**src/hw/rtl/tnsa_pkg.sv**
```systemverilog
`default_nettype none
package tnsa_pkg;

  // Defaults for the top-level parameters
  localparam int PIXEL_BYTES_DEF = 16;
  localparam int FRAC_BITS_DEF   = 8;

  // Shared divider geometry: signed dividend, unsigned divisor, step count
  localparam int DIV_W = 33;
  localparam int REM_W = 23;
  localparam int CNT_W = 6;

  // Edge modes
  localparam logic [2:0] EDGE_CLAMP = 3'd1;
  localparam logic [2:0] EDGE_LOOP  = 3'd2;
  localparam logic [2:0] EDGE_BLACK = 3'd3;
  localparam logic [2:0] EDGE_WHITE = 3'd4;

  // Result outcomes
  localparam logic [1:0] OUT_FETCH = 2'd0;
  localparam logic [1:0] OUT_BLACK = 2'd1;
  localparam logic [1:0] OUT_WHITE = 2'd2;
  localparam logic [1:0] OUT_ZERO  = 2'd3;

  // Register indexes
  localparam logic [2:0] REG_LEFT    = 3'd0;
  localparam logic [2:0] REG_TOP     = 3'd1;
  localparam logic [2:0] REG_SPAN_X  = 3'd2;
  localparam logic [2:0] REG_SPAN_Y  = 3'd3;
  localparam logic [2:0] REG_TILE_W  = 3'd4;
  localparam logic [2:0] REG_TILE_H  = 3'd5;
  localparam logic [2:0] REG_SHIFT_X = 3'd6;
  localparam logic [2:0] REG_SHIFT_Y = 3'd7;

  // Effective configuration (zero spans and tile sizes already read as one)
  typedef struct packed {
    logic signed [23:0] left;
    logic signed [23:0] top;
    logic [22:0]        span_x;
    logic [22:0]        span_y;
    logic [10:0]        tile_w;
    logic [10:0]        tile_h;
    logic signed [23:0] shift_x;
    logic signed [23:0] shift_y;
  } cfg_t;

  typedef struct packed {
    logic                    start;
    logic signed [DIV_W-1:0] dividend;
    logic [REM_W-1:0]        divisor;
    logic [CNT_W-1:0]        nbits;
  } div_req_t;

  typedef struct packed {
    logic             done;
    logic [DIV_W-1:0] quot;
    logic [REM_W-1:0] rem;
  } div_rsp_t;

endpackage
`default_nettype wire

```
**src/hw/rtl/tnsa_if.sv**
```systemverilog
`default_nettype none
interface tnsa_sample_if;
  logic               valid;
  logic               ready;
  logic signed [31:0] coord_x;
  logic signed [31:0] coord_y;
  logic [2:0]         edge_mode;
  modport source (output valid, coord_x, coord_y, edge_mode, input ready);
  modport sink (input valid, coord_x, coord_y, edge_mode, output ready);
endinterface

interface tnsa_result_if;
  logic               valid;
  logic               ready;
  logic [1:0]         outcome;
  logic signed [23:0] tile_col;
  logic signed [23:0] tile_row;
  logic [23:0]        byte_offset;
  logic               tile_hit;
  modport source (output valid, outcome, tile_col, tile_row, byte_offset, tile_hit,
                  input ready);
  modport sink (input valid, outcome, tile_col, tile_row, byte_offset, tile_hit,
                output ready);
endinterface

interface tnsa_cfg_if;
  logic        valid;
  logic        ready;
  logic [2:0]  index;
  logic [23:0] data;
  modport source (output valid, index, data, input ready);
  modport sink (input valid, index, data, output ready);
endinterface
`default_nettype wire

```
**src/hw/rtl/tiled_nearest_sample_address.sv**
```systemverilog
`default_nettype none
// Nearest-sample tile addressing. Each sample beat carries a fixed-point
// coordinate pair and an edge mode; each produces exactly one result beat
// with an outcome (fetch or black/white/zero fill), the floor-divided tile
// column and row, the byte offset within the tile and a hot-tile hit flag.
// One sample is worked on at a time and sample.ready is low until its result
// has been handed to the output register, which holds it while the next
// sample is taken. Timing is set by one shared restoring divider that yields
// one quotient bit per cycle: an in-range or clamped fetch runs two tile
// divisions plus setup, multiply and emit, a loop fetch runs two more wrap
// divisions before those, a fill result skips the divider, and the output
// register may in any case wait on result.ready.
// Configuration writes are taken every cycle but belong to idle periods only.
module tiled_nearest_sample_address import tnsa_pkg::*; #(
  parameter int PIXEL_BYTES = PIXEL_BYTES_DEF,
  parameter int FRAC_BITS   = FRAC_BITS_DEF
) (
  input  logic          clk,
  input  logic          rst,
  tnsa_sample_if.sink   sample,
  tnsa_result_if.source result,
  tnsa_cfg_if.sink      cfg
);

  cfg_t     conf;
  div_req_t div_req;
  div_rsp_t div_rsp;

  // Configuration registers
  tnsa_cfg u_cfg (
    .clk  (clk),
    .rst  (rst),
    .cfg  (cfg),
    .conf (conf)
  );

  // Shared floor divider
  tnsa_div u_div (
    .clk (clk),
    .rst (rst),
    .req (div_req),
    .rsp (div_rsp)
  );

  // Sequencer and datapath
  tnsa_seq #(
    .PIXEL_BYTES (PIXEL_BYTES),
    .FRAC_BITS   (FRAC_BITS)
  ) u_seq (
    .clk     (clk),
    .rst     (rst),
    .sample  (sample),
    .result  (result),
    .conf    (conf),
    .div_req (div_req),
    .div_rsp (div_rsp)
  );

endmodule
`default_nettype wire

```
**src/hw/rtl/tnsa_cfg.sv**
```systemverilog
`default_nettype none
module tnsa_cfg import tnsa_pkg::*; (
  input  logic       clk,
  input  logic       rst,
  tnsa_cfg_if.sink   cfg,
  output cfg_t       conf
);

  logic signed [23:0] left;
  logic signed [23:0] top;
  logic [22:0]        span_x;
  logic [22:0]        span_y;
  logic [10:0]        tile_w;
  logic [10:0]        tile_h;
  logic signed [23:0] shift_x;
  logic signed [23:0] shift_y;

  assign cfg.ready = 1'b1;

  // Write one register per beat
  always_ff @(posedge clk) begin
    if (rst) begin
      left    <= '0;
      top     <= '0;
      span_x  <= 23'd1024;
      span_y  <= 23'd1024;
      tile_w  <= 11'd128;
      tile_h  <= 11'd64;
      shift_x <= '0;
      shift_y <= '0;
    end else if (cfg.valid) begin
      unique case (cfg.index)
        REG_LEFT:    left    <= cfg.data;
        REG_TOP:     top     <= cfg.data;
        REG_SPAN_X:  span_x  <= cfg.data[22:0];
        REG_SPAN_Y:  span_y  <= cfg.data[22:0];
        REG_TILE_W:  tile_w  <= cfg.data[10:0];
        REG_TILE_H:  tile_h  <= cfg.data[10:0];
        REG_SHIFT_X: shift_x <= cfg.data;
        REG_SHIFT_Y: shift_y <= cfg.data;
      endcase
    end
  end

  // Read a zero span or tile size as one
  always_comb begin
    conf.left    = left;
    conf.top     = top;
    conf.span_x  = (span_x == '0) ? 23'd1 : span_x;
    conf.span_y  = (span_y == '0) ? 23'd1 : span_y;
    conf.tile_w  = (tile_w == '0) ? 11'd1 : tile_w;
    conf.tile_h  = (tile_h == '0) ? 11'd1 : tile_h;
    conf.shift_x = shift_x;
    conf.shift_y = shift_y;
  end

endmodule
`default_nettype wire

```
**src/hw/rtl/tnsa_div.sv**
```systemverilog
`default_nettype none
module tnsa_div import tnsa_pkg::*; (
  input  logic     clk,
  input  logic     rst,
  input  div_req_t req,
  output div_rsp_t rsp
);

  typedef enum logic [1:0] {D_IDLE, D_RUN, D_FIX} state_t;

  state_t           state;
  logic [CNT_W-1:0] cnt;
  logic [DIV_W-1:0] q;
  logic [REM_W-1:0] r;
  logic [REM_W-1:0] d;
  logic             neg;

  logic [DIV_W-1:0] mag;
  logic [REM_W:0]   shifted;
  logic [REM_W+1:0] diff;
  logic             ge;

  // Magnitude of the dividend, and one restoring step
  assign mag     = req.dividend[DIV_W-1] ? DIV_W'(-req.dividend) : req.dividend;
  assign shifted = {r, q[DIV_W-1]};
  assign diff    = {1'b0, shifted} - {2'b00, d};
  assign ge      = !diff[REM_W+1];

  // Sequence: load, one quotient bit per cycle, then floor fix-up
  always_ff @(posedge clk) begin
    if (rst) begin
      state    <= D_IDLE;
      rsp.done <= 1'b0;
    end else begin
      rsp.done <= (state == D_FIX);
      unique case (state)
        D_IDLE: begin
          if (req.start) begin
            neg   <= req.dividend[DIV_W-1];
            d     <= req.divisor;
            r     <= '0;
            q     <= mag << (CNT_W'(DIV_W) - req.nbits);
            cnt   <= req.nbits;
            state <= D_RUN;
          end
        end
        D_RUN: begin
          r   <= ge ? diff[REM_W-1:0] : shifted[REM_W-1:0];
          q   <= {q[DIV_W-2:0], ge};
          cnt <= cnt - CNT_W'(1);
          if (cnt == CNT_W'(1)) begin
            state <= D_FIX;
          end
        end
        D_FIX: begin
          // Round toward minus infinity, keep the remainder non-negative
          if (neg && (r != '0)) begin
            rsp.quot <= ~q;
            rsp.rem  <= d - r;
          end else if (neg) begin
            rsp.quot <= -q;
            rsp.rem  <= r;
          end else begin
            rsp.quot <= q;
            rsp.rem  <= r;
          end
          state <= D_IDLE;
        end
        default: state <= D_IDLE;
      endcase
    end
  end

  a_start_idle: assert property (@(posedge clk) disable iff (rst)
    req.start |-> state == D_IDLE)
    else $error("divider started while busy");

  a_rem_range: assert property (@(posedge clk) disable iff (rst)
    rsp.done |-> rsp.rem < d)
    else $error("divider remainder not below divisor");

  a_done_pulse: assert property (@(posedge clk) disable iff (rst)
    rsp.done |=> !rsp.done)
    else $error("divider done held for more than one cycle");

endmodule
`default_nettype wire

```
**src/hw/rtl/tnsa_seq.sv**
```systemverilog
`default_nettype none
module tnsa_seq import tnsa_pkg::*; #(
  parameter int PIXEL_BYTES = PIXEL_BYTES_DEF,
  parameter int FRAC_BITS   = FRAC_BITS_DEF
) (
  input  logic          clk,
  input  logic          rst,
  tnsa_sample_if.sink   sample,
  tnsa_result_if.source result,
  input  cfg_t          conf,
  output div_req_t      div_req,
  input  div_rsp_t      div_rsp
);

  typedef enum logic [3:0] {
    S_IDLE, S_CHECK, S_WRAPX, S_WRAPY, S_SHIFT, S_COL, S_ROW, S_MUL, S_SUM, S_EMIT
  } state_t;

  localparam logic [CNT_W-1:0] WRAP_BITS = CNT_W'(DIV_W);
  localparam logic [CNT_W-1:0] TILE_BITS = CNT_W'(26);

  state_t             state;
  logic signed [31:0] x;
  logic signed [31:0] y;
  logic [2:0]         mode;
  logic signed [25:0] ty;
  logic [10:0]        offx;
  logic [10:0]        offy;
  logic [21:0]        prod;
  logic [1:0]         outc;
  logic [23:0]        col;
  logic [23:0]        row;
  logic [23:0]        boff;
  logic               hot_valid;
  logic [23:0]        hot_col;
  logic [23:0]        hot_row;
  logic               res_valid;
  logic [1:0]         res_outcome;
  logic [23:0]        res_col;
  logic [23:0]        res_row;
  logic [23:0]        res_boff;
  logic               res_hit;

  logic signed [32:0] x33, y33, left33, top33, limx33, limy33;
  logic signed [32:0] wrapx, wrapy;
  logic signed [25:0] tx_w, ty_w;
  logic               outside;
  logic [21:0]        sum;
  logic               hit_w;
  logic               emit;
  logic               div_go;

  assign x33    = 33'(x);
  assign y33    = 33'(y);
  assign left33 = 33'(conf.left);
  assign top33  = 33'(conf.top);
  assign limx33 = left33 + 33'(conf.span_x);
  assign limy33 = top33 + 33'(conf.span_y);
  assign wrapx  = left33 + 33'(div_rsp.rem);
  assign wrapy  = top33 + 33'(div_rsp.rem);
  assign tx_w   = 26'($signed(x[24:0])) + 26'(conf.shift_x);
  assign ty_w   = 26'($signed(y[24:0])) + 26'(conf.shift_y);
  assign sum    = prod + 22'(offx);

  assign outside = (x33 < left33) || (y33 < top33) || (x33 >= limx33) || (y33 >= limy33);
  assign hit_w   = (outc == OUT_FETCH) && hot_valid && (hot_col == col) && (hot_row == row);
  assign emit    = (state == S_EMIT) && (!res_valid || result.ready);

  // Start the divider for a wrap or a tile split
  assign div_go = ((state == S_CHECK) && outside && (mode == EDGE_LOOP)) ||
                  ((state == S_WRAPX) && div_rsp.done) ||
                  (state == S_SHIFT) ||
                  ((state == S_COL) && div_rsp.done);

  assign sample.ready       = (state == S_IDLE);
  assign result.valid       = res_valid;
  assign result.outcome     = res_outcome;
  assign result.tile_col    = res_col;
  assign result.tile_row    = res_row;
  assign result.byte_offset = res_boff;
  assign result.tile_hit    = res_hit;

  // Sequencer: edge handling, wrap and tile floor divisions, offset, hot tile
  always_ff @(posedge clk) begin
    if (rst) begin
      state         <= S_IDLE;
      res_valid     <= 1'b0;
      hot_valid     <= 1'b0;
      hot_col       <= '0;
      hot_row       <= '0;
      div_req.start <= 1'b0;
    end else begin
      div_req.start <= div_go;
      res_valid     <= emit || (res_valid && !result.ready);
      unique case (state)
        S_IDLE: begin
          if (sample.valid) begin
            x     <= sample.coord_x >>> FRAC_BITS;
            y     <= sample.coord_y >>> FRAC_BITS;
            mode  <= sample.edge_mode;
            state <= S_CHECK;
          end
        end
        S_CHECK: begin
          if (!outside) begin
            state <= S_SHIFT;
          end else begin
            unique case (mode)
              EDGE_CLAMP: begin
                if (x33 < left33)       x <= left33[31:0];
                else if (x33 >= limx33) x <= 32'(limx33 - 33'sd1);
                if (y33 < top33)        y <= top33[31:0];
                else if (y33 >= limy33) y <= 32'(limy33 - 33'sd1);
                state <= S_SHIFT;
              end
              EDGE_LOOP: begin
                div_req.dividend <= x33 - left33;
                div_req.divisor  <= conf.span_x;
                div_req.nbits    <= WRAP_BITS;
                state            <= S_WRAPX;
              end
              default: begin
                priority case (mode)
                  EDGE_BLACK: outc <= OUT_BLACK;
                  EDGE_WHITE: outc <= OUT_WHITE;
                  default:    outc <= OUT_ZERO;
                endcase
                col   <= '0;
                row   <= '0;
                boff  <= '0;
                state <= S_EMIT;
              end
            endcase
          end
        end
        S_WRAPX: begin
          if (div_rsp.done) begin
            x                <= wrapx[31:0];
            div_req.dividend <= y33 - top33;
            div_req.divisor  <= conf.span_y;
            div_req.nbits    <= WRAP_BITS;
            state            <= S_WRAPY;
          end
        end
        S_WRAPY: begin
          if (div_rsp.done) begin
            y     <= wrapy[31:0];
            state <= S_SHIFT;
          end
        end
        S_SHIFT: begin
          ty               <= ty_w;
          div_req.dividend <= DIV_W'(tx_w);
          div_req.divisor  <= REM_W'(conf.tile_w);
          div_req.nbits    <= TILE_BITS;
          state            <= S_COL;
        end
        S_COL: begin
          if (div_rsp.done) begin
            col              <= div_rsp.quot[23:0];
            offx             <= div_rsp.rem[10:0];
            div_req.dividend <= DIV_W'(ty);
            div_req.divisor  <= REM_W'(conf.tile_h);
            div_req.nbits    <= TILE_BITS;
            state            <= S_ROW;
          end
        end
        S_ROW: begin
          if (div_rsp.done) begin
            row   <= div_rsp.quot[23:0];
            offy  <= div_rsp.rem[10:0];
            state <= S_MUL;
          end
        end
        S_MUL: begin
          prod  <= 22'(offy) * 22'(conf.tile_w);
          state <= S_SUM;
        end
        S_SUM: begin
          // Constant scale by the pixel size, wrap to 24 bits
          boff  <= 24'(32'(sum) * 32'(PIXEL_BYTES));
          outc  <= OUT_FETCH;
          state <= S_EMIT;
        end
        S_EMIT: begin
          if (emit) begin
            res_outcome <= outc;
            res_col     <= col;
            res_row     <= row;
            res_boff    <= boff;
            res_hit     <= hit_w;
            // Load the hot tile on a fetch miss
            if ((outc == OUT_FETCH) && !hit_w) begin
              hot_valid <= 1'b1;
              hot_col   <= col;
              hot_row   <= row;
            end
            state <= S_IDLE;
          end
        end
        default: state <= S_IDLE;
      endcase
    end
  end

  a_one_at_a_time: assert property (@(posedge clk) disable iff (rst)
    (sample.valid && sample.ready) |=> !sample.ready)
    else $error("second sample accepted while one is at work");

  a_fill_zero: assert property (@(posedge clk) disable iff (rst)
    (res_valid && (res_outcome != OUT_FETCH)) |->
      (res_col == '0) && (res_row == '0) && (res_boff == '0) && !res_hit)
    else $error("fill result carries tile fields");

  a_hit_held: assert property (@(posedge clk) disable iff (rst)
    (res_valid && res_hit) |-> hot_valid && (hot_col == res_col) && (hot_row == res_row))
    else $error("hit reported without a matching hot tile");

endmodule
`default_nettype wire

```
**src/flat_wrapper.sv**
```systemverilog
// flat-port wrapper written by rule: the top's interface ports become plain ports
module tiled_nearest_sample_address_flat import tnsa_pkg::*;
#(
  parameter int PIXEL_BYTES = PIXEL_BYTES_DEF,
  parameter int FRAC_BITS   = FRAC_BITS_DEF
)
  (clk, rst, sample_valid, sample_coord_x, sample_coord_y, sample_edge_mode, sample_ready, result_valid, result_outcome, result_tile_col, result_tile_row, result_byte_offset, result_tile_hit, result_ready, cfg_valid, cfg_index, cfg_data, cfg_ready);
  tnsa_sample_if sample_i ();
  tnsa_result_if result_i ();
  tnsa_cfg_if cfg_i ();
  input  logic clk;
  input  logic rst;
  input wire logic [$bits(sample_i.valid)-1:0] sample_valid;
  input wire logic [$bits(sample_i.coord_x)-1:0] sample_coord_x;
  input wire logic [$bits(sample_i.coord_y)-1:0] sample_coord_y;
  input wire logic [$bits(sample_i.edge_mode)-1:0] sample_edge_mode;
  output wire logic [$bits(sample_i.ready)-1:0] sample_ready;
  output wire logic [$bits(result_i.valid)-1:0] result_valid;
  output wire logic [$bits(result_i.outcome)-1:0] result_outcome;
  output wire logic [$bits(result_i.tile_col)-1:0] result_tile_col;
  output wire logic [$bits(result_i.tile_row)-1:0] result_tile_row;
  output wire logic [$bits(result_i.byte_offset)-1:0] result_byte_offset;
  output wire logic [$bits(result_i.tile_hit)-1:0] result_tile_hit;
  input wire logic [$bits(result_i.ready)-1:0] result_ready;
  input wire logic [$bits(cfg_i.valid)-1:0] cfg_valid;
  input wire logic [$bits(cfg_i.index)-1:0] cfg_index;
  input wire logic [$bits(cfg_i.data)-1:0] cfg_data;
  output wire logic [$bits(cfg_i.ready)-1:0] cfg_ready;
  assign sample_i.valid = sample_valid;
  assign sample_i.coord_x = sample_coord_x;
  assign sample_i.coord_y = sample_coord_y;
  assign sample_i.edge_mode = sample_edge_mode;
  assign sample_ready = sample_i.ready;
  assign result_valid = result_i.valid;
  assign result_outcome = result_i.outcome;
  assign result_tile_col = result_i.tile_col;
  assign result_tile_row = result_i.tile_row;
  assign result_byte_offset = result_i.byte_offset;
  assign result_tile_hit = result_i.tile_hit;
  assign result_i.ready = result_ready;
  assign cfg_i.valid = cfg_valid;
  assign cfg_i.index = cfg_index;
  assign cfg_i.data = cfg_data;
  assign cfg_ready = cfg_i.ready;
  tiled_nearest_sample_address #(.PIXEL_BYTES(PIXEL_BYTES), .FRAC_BITS(FRAC_BITS)) u_core (.clk(clk), .rst(rst), .sample(sample_i), .result(result_i), .cfg(cfg_i));
endmodule
```
**config.mk**
```make
export PLATFORM = sky130hd
export DESIGN_NAME = tiled_nearest_sample_address_flat
export DESIGN_NICKNAME = d
export VERILOG_FILES = /design/src/hw/rtl/tnsa_pkg.sv /design/src/hw/rtl/tnsa_if.sv /design/src/hw/rtl/tiled_nearest_sample_address.sv /design/src/hw/rtl/tnsa_cfg.sv /design/src/hw/rtl/tnsa_div.sv /design/src/hw/rtl/tnsa_seq.sv /design/src/flat_wrapper.sv
export SDC_FILE = /design/constraint.sdc
export NUM_CORES = 2
export LEC_CHECK = 0
export BUFFER_PORTS_ARGS = -buffer_cell sky130_fd_sc_hd__buf_2
export CAP_MARGIN = 20
export CORE_MARGIN = 2
export CORE_UTILIZATION = 57
export DETAILED_ROUTE_END_ITERATION = 7
export PLACE_DENSITY = 0.75
export SYNTH_ARGS = -nofsm -noshare
export SYNTH_HDL_FRONTEND = slang
export SYNTH_SLANG_ARGS = --single-unit
```
**constraint.sdc**
```tcl
create_clock -name clk -period 14.4 [get_ports clk]
set_input_delay 1.44 -clock clk [delete_from_list [all_inputs] [get_ports clk]]
set_output_delay 1.44 -clock clk [all_outputs]
set_load 0.03 [all_outputs]
```
* Yosys cells after proc, flatten, opt, wreduce, memory -nomap -nowiden
Index checks and enable logic that the tools add are counted.
** Word-level totals
- Input bits :: 99
- Logic and storage cells :: 227
- Register bits after elaboration :: 701
** Operators by class
- Bitwise operators :: 2
- $add $sub $neg :: 17
- Magnitude comparators :: 4
- Reduce and logical (&&, ||, !) cells :: 66
- Shifts and indexed selects :: 1
- Equality and inequality tests :: 39
- Multipliers :: 1
- Muxes and demuxes :: 55
** Operators by type and width (count)
- $mux W32 :: 12
- $mux W62 :: 4
- $pmux W62 S4 :: 1
- $pmux W32 S3 :: 2
- $pmux W24 S2 :: 3
- $add A24 B24 Y25 :: 4
- $mux W47 :: 2
- $mux W23 :: 4
- $mux W24 :: 3
- $mux W33 :: 2
- $pmux W33 S2 :: 1
- $sub A32 B24 Y33 :: 2
- $ge A32 B25 Y1 :: 2
- $lt A32 B24 Y1 :: 2
- $add A25 B24 Y26 :: 2
- $sub A25 B2 Y26 const B :: 2
- $eq A24 B24 Y1 :: 2
- $logic_not A23 Y1 :: 2
- $pmux W23 S2 :: 1
- $pmux W4 S10 :: 1
- $neg A33 Y33 :: 1
- $shl A33 B6 Y33 :: 1
- $mux W4 :: 7
- $sub A24 B23 Y25 :: 1
- other kinds (45) :: 121

* Depth between registers and ports, before layout
- Word-level depth :: 11
- Mapped depth :: 25
- Depth with buffers taken out :: 25

* By module
From an unflattened synthesis, not the netlist that was laid out.
** Unflattened totals
- Cells, all modules :: 5216
- Area, all modules :: 48343.9 µm²
** Modules (own cells, without submodules)
- tnsa_seq :: area each 31295.0 µm², cells an instance 3266, instances 1, sequential area each 10770.3 µm²
- tnsa_div :: area each 10755.3 µm², cells an instance 1119, instances 1, sequential area each 4324.1 µm²
- tnsa_cfg :: area each 6293.5 µm², cells an instance 831, instances 1, sequential area each 3283.1 µm²

* Worst setup path before layout
OpenSTA, ideal clock, no wires.
- Path kind :: flip-flop to flip-flop
- From :: register u_core.u_cfg.span_y[10]
- To :: register, netlist name u_core.u_seq.div_req[0]
- Data required time :: 13616 ps
- Setup time :: 784 ps
- Setup slack :: 102 ps
- Arrival time :: 13514 ps
- Stages on the path, launching flop included :: 23
- Path through :: dfxtp_1 nor4_1 nand4_1 o21bai_1 ha_1 fa_1 a211o_1 a211o_1 a211o_1 a2111oi_0 nor2_1 a21oi_1 o21bai_1 xnor2_1 ha_1 nand4_1 or3_1 nor2_1 nor3_1 o31ai_1 a21boi_0 and4bb_2 a2111oi_0
** Between the ends
- Word-level cells in the longest chain between the ends :: 7
** RTL lines
- from (decl) :: line tnsa_cfg.sv:12 : logic [22:0] span_y;
- from (signal assigned) :: line tnsa_cfg.sv:36 : REG_SPAN_Y: span_y <= cfg.data[22:0];
- $logic_not A23 Y1 :: line tnsa_cfg.sv:50 : conf.span_y = (span_y == '0) ? 23'd1 : span_y;
- $mux W23 (*) :: line tnsa_cfg.sv:50
- $add A24 B24 Y25 (*) :: line tnsa_seq.sv:58 : assign limy33 = top33 + 33'(conf.span_y);
- $ge A32 B25 Y1 (*) :: line tnsa_seq.sv:65 : assign outside = (x33 < left33) || (y33 < top33) || (x33 >= limx33) || (y33 >= limy33);
- $logic_or A1 B1 Y1 (*) :: line tnsa_seq.sv:65
- $ne A2 B2 Y1 (no line) (*)
- $reduce_and A6 Y1 (no line) (*)
Every way passes the cells marked *; elsewhere a longest branch is shown, timed or not.
A chain may end at the register's enable or synchronous reset.

* Final worst setup path
- From :: register u_core.u_cfg.span_y[1]
- To :: register, netlist name u_core.u_seq.div_req[11]
** Between the ends
- Word-level cells in the longest chain between the ends :: 7
** RTL lines (line)
- $logic_not A23 Y1 :: tnsa_cfg.sv:50
- $mux W23 (*) :: tnsa_cfg.sv:50
- $add A24 B24 Y25 (*) :: tnsa_seq.sv:58
- $ge A32 B25 Y1 (*) :: tnsa_seq.sv:65
- $logic_or A1 B1 Y1 (*) :: tnsa_seq.sv:65
- $ne A2 B2 Y1 (no line) (*)
- $reduce_and A6 Y1 (no line) (*)
Marks and branches as above.

==> reports/metrics.csv <==
metric,value,unit
WL final,127000,um
global-route wire length before repair,195000,um
Int Pwr,4300,uW
RSZ-0062 raised after global routing,false,
layout cells sized above 1,0.0802,
Unique masters post-synth,92,
final instance area,49500,um2
Worst Tran Pin Value,1.20,ns
sequential-to-total area share from yosys stat,0.401,
DRC viols,6,
GP Congestion,0.981,
CTS Root Cell,clkbuf_16,
initial antenna violation count,5,
Post-Layout Cell Count,5976,
Post-CTS Hold Buffers,0,
status,"complete, but fails checks",
crit path cell chain,nor4_1 -> nand4_1 -> o21bai_1 -> ha_1 -> fa_1 -> a211o_1 -> a211o_1 -> a211o_1 -> a2111oi_0 -> nor2_1 -> a21oi_1 -> o21bai_1 -> xnor2_1 -> ha_1 -> nand4_1 -> or3_1 -> o31ai_1 -> a21boi_0 -> and4bb_2 -> a2111oi_2 -> buf_4,
Horiz. Die Dim,286,um
Gate power share,0.310,
largest net degree at the start of global routing,94,
sum of buffers and inverters on the critical path,1,
final hold vios,0,
critical path type,flip-flop to flip-flop,
CTS Sinks,677,
DR vias/cell,6.09,
Setup Skew,0.0460,ns
Seq cells post-synth,677,
Post-DP HPWL,96300,um
overall routing resource usage,0.307,
synth top area cells,"edfxtp_1 (30%), ha_1 (9.9%), dfxtp_1 (9.8%)",
H-tree depth,3,
crit-path max FO,34,
most common cell in the synthesized netlist,nand2_1,
"Min Clock Period, post-route",7.41,ns
# Post-CTS Setup Buffers,0,
Clk pwr share,0.303,
worst min-delay path category,flip-flop to flip-flop,
P_leak,0.0201,uW
DR WL/cell,21.2,um
"Primary FF master, synth",edfxtp_1,
post_cts resized,0,
CTS max path bufs,3,
CTS buffer count,75,
Yosys warning count,0,
Pins Over Slew Limit,0,
final core occ,0.629,
violated checks,design-rule violations,
Syn Inst Count,4819,
initial core utilization,0.574,
reg2reg start,u_core.u_cfg.span_y[1],
Setup crit end kind,flip-flop,
Port Buf Inserts,155,
I/O pin cnt,177,
CTS tree,built,
clock transition at the registers of the reported paths,0.06,ns
first-pass detailed-route iteration total,8,
Psw,2340,uW
Mean Syn Cell Area,9.38,um2
CP dominant cell by count,a211o_1,
sw frac,0.352,
Peak VDD IR,0.116,mV
Slew Limit Headroom,0.192,
fin crit share,0.515,
asr flop ratio synth,0,
leading area contributor after synthesis,edfxtp_1,
commonest cells in the netlist,"nand2_1 (645), edfxtp_1 (455), a21oi_1 (373)",
Critical Path Slowest Stage Cell,dfxtp_1,
number of synthesized flops with an enable pin,455,
core region area,78700,um2
Worst Setup SP,u_core.u_cfg.span_y[1],
Peak Freq,135,MHz
top cell type's share of synthesized area,0.302,
global route overflow,0,
Synth Cell Area,45200,um2
Syn-to-layout area delta,9.53,%
final setup TNS,0,ns
row cnt,103,
latest clock arrival within the worst-skew pair,0.66,ns
Die Area,81500,um2
DR iter-0 viols,3446,
Power Density,134,nW/um2
Worst EP required,14.67,ns
DR vias,36400,
Routed Antenna Nets,0,
Placed Area,46900,um2
CP Launch Type,flip-flop,
critical path's top delay family,compound AO/OA/AOI/OAI gates,
final setup fails,0,
dpl cells,5836,
Die Ht,286,um
max-cap viol count,0,
CP arrival,7.68,ns
Crit path largest cell delay,0.66,ns
vias in the first global route,34500,
Layout Nets,5412,
sequential share of power,0.388,
Hold Crit Start,u_core.u_seq.div_req[23],
[metal layers]
metal / GRT usage / share of wire / vias to the layer above
met5: 0 / 0 / -
met4: 0.121 / 0.041 / 0
met3: 0.0415 / 0.079 / 258
met2: 0.490 / 0.45 / 1463
met1: 0.427 / 0.43 / 17400
li1: - / - / 17300
[layout make-up]
class / count / area (um2)
antenna: 1 / 2.50
sequential: 677 / 18100
inverter: 305 / 1140
tap: 1050 / 1310
clock inverter: 42 / 567
clock buffer: 95 / 2050
fill: 6462 / 29200
multi-input combinational: 3603 / 25200
timing repair buffer: 203 / 1150
[flip-flops by register name, indices dropped and copies added (netlist names), 23 cells and up]
register                      flops
u_core.u_div.r                   23
u_core.u_div.rsp                 48
u_core.u_seq.result.tile_row     24
u_core.u_seq.div_req             59
u_core.u_cfg.left                24
u_core.u_seq.x                   26
u_core.u_seq.col                 24
u_core.u_cfg.span_x              23
u_core.u_cfg.shift_y             24
u_core.u_seq.ty                  26
u_core.u_cfg.span_y              23
u_core.u_div.d                   23
u_core.u_div.q                   33
u_core.u_cfg.shift_x             24
u_core.u_cfg.top                 24
u_core.u_seq.hot_row             24
u_core.u_seq.hot_col             24
u_core.u_seq.y                   26
u_core.u_seq.row                 24
u_core.u_seq.result.tile_col     24
[cell families after synthesis]
group / synth area share
AO/OA/AOI/OAI: 0.176
flip-flops: 0.401
buffers and inverters: 0.0457
XOR/XNOR: 0.0686
AND/OR/NAND/NOR: 0.155
multiplexers: 0.0147
adder cells (fa/ha/maj): 0.139
other: 0.000166
[final timing paths]
check / slack [ns] / depth (start not counted) / to
max: 6.99 / 21 / u_core.u_seq.div_req[11]
min: 0.41 / 0 / u_core.u_div.d[17]
max reg2reg: 6.99 / 21 / u_core.u_seq.div_req[11]
min reg2reg: 0.41 / 0 / u_core.u_div.d[17]
[placed cells by master, fill, tap and decap left out, types with 154 or more instances in the layout]
master,instances
buf_2,154
dfxtp_1,222
ha_1,358
nor2_1,333
inv_1,305
o21ai_0,221
nand2_1,645
xnor2_1,190
edfxtp_1,455
xor2_1,162
a21oi_1,371
[metrics by stage]
step	setup WS, ns	power [uW]	hold WS, ns
3_3_place_gp	7.17	4590	0.401
3_5_place_dp	7.16	4620	0.405
2_1_floorplan	0.102	4000	0.400
4_1_cts	7.10	6630	0.417
6_report	6.99	6630	0.415
5_1_grt	6.70	6950	0.419
[power groups by stage]
stage	Combinational (uW)	Sequential, uW	Clock [uW]
floorplan	1450	2540	0
global placement	1990	2600	0
detailed placement	2020	2600	0
CTS	2030	2560	2030
global route	2260	2590	2100
finish	2050	2570	2010
No activity file was read; power rests on OpenSTA's default activity.
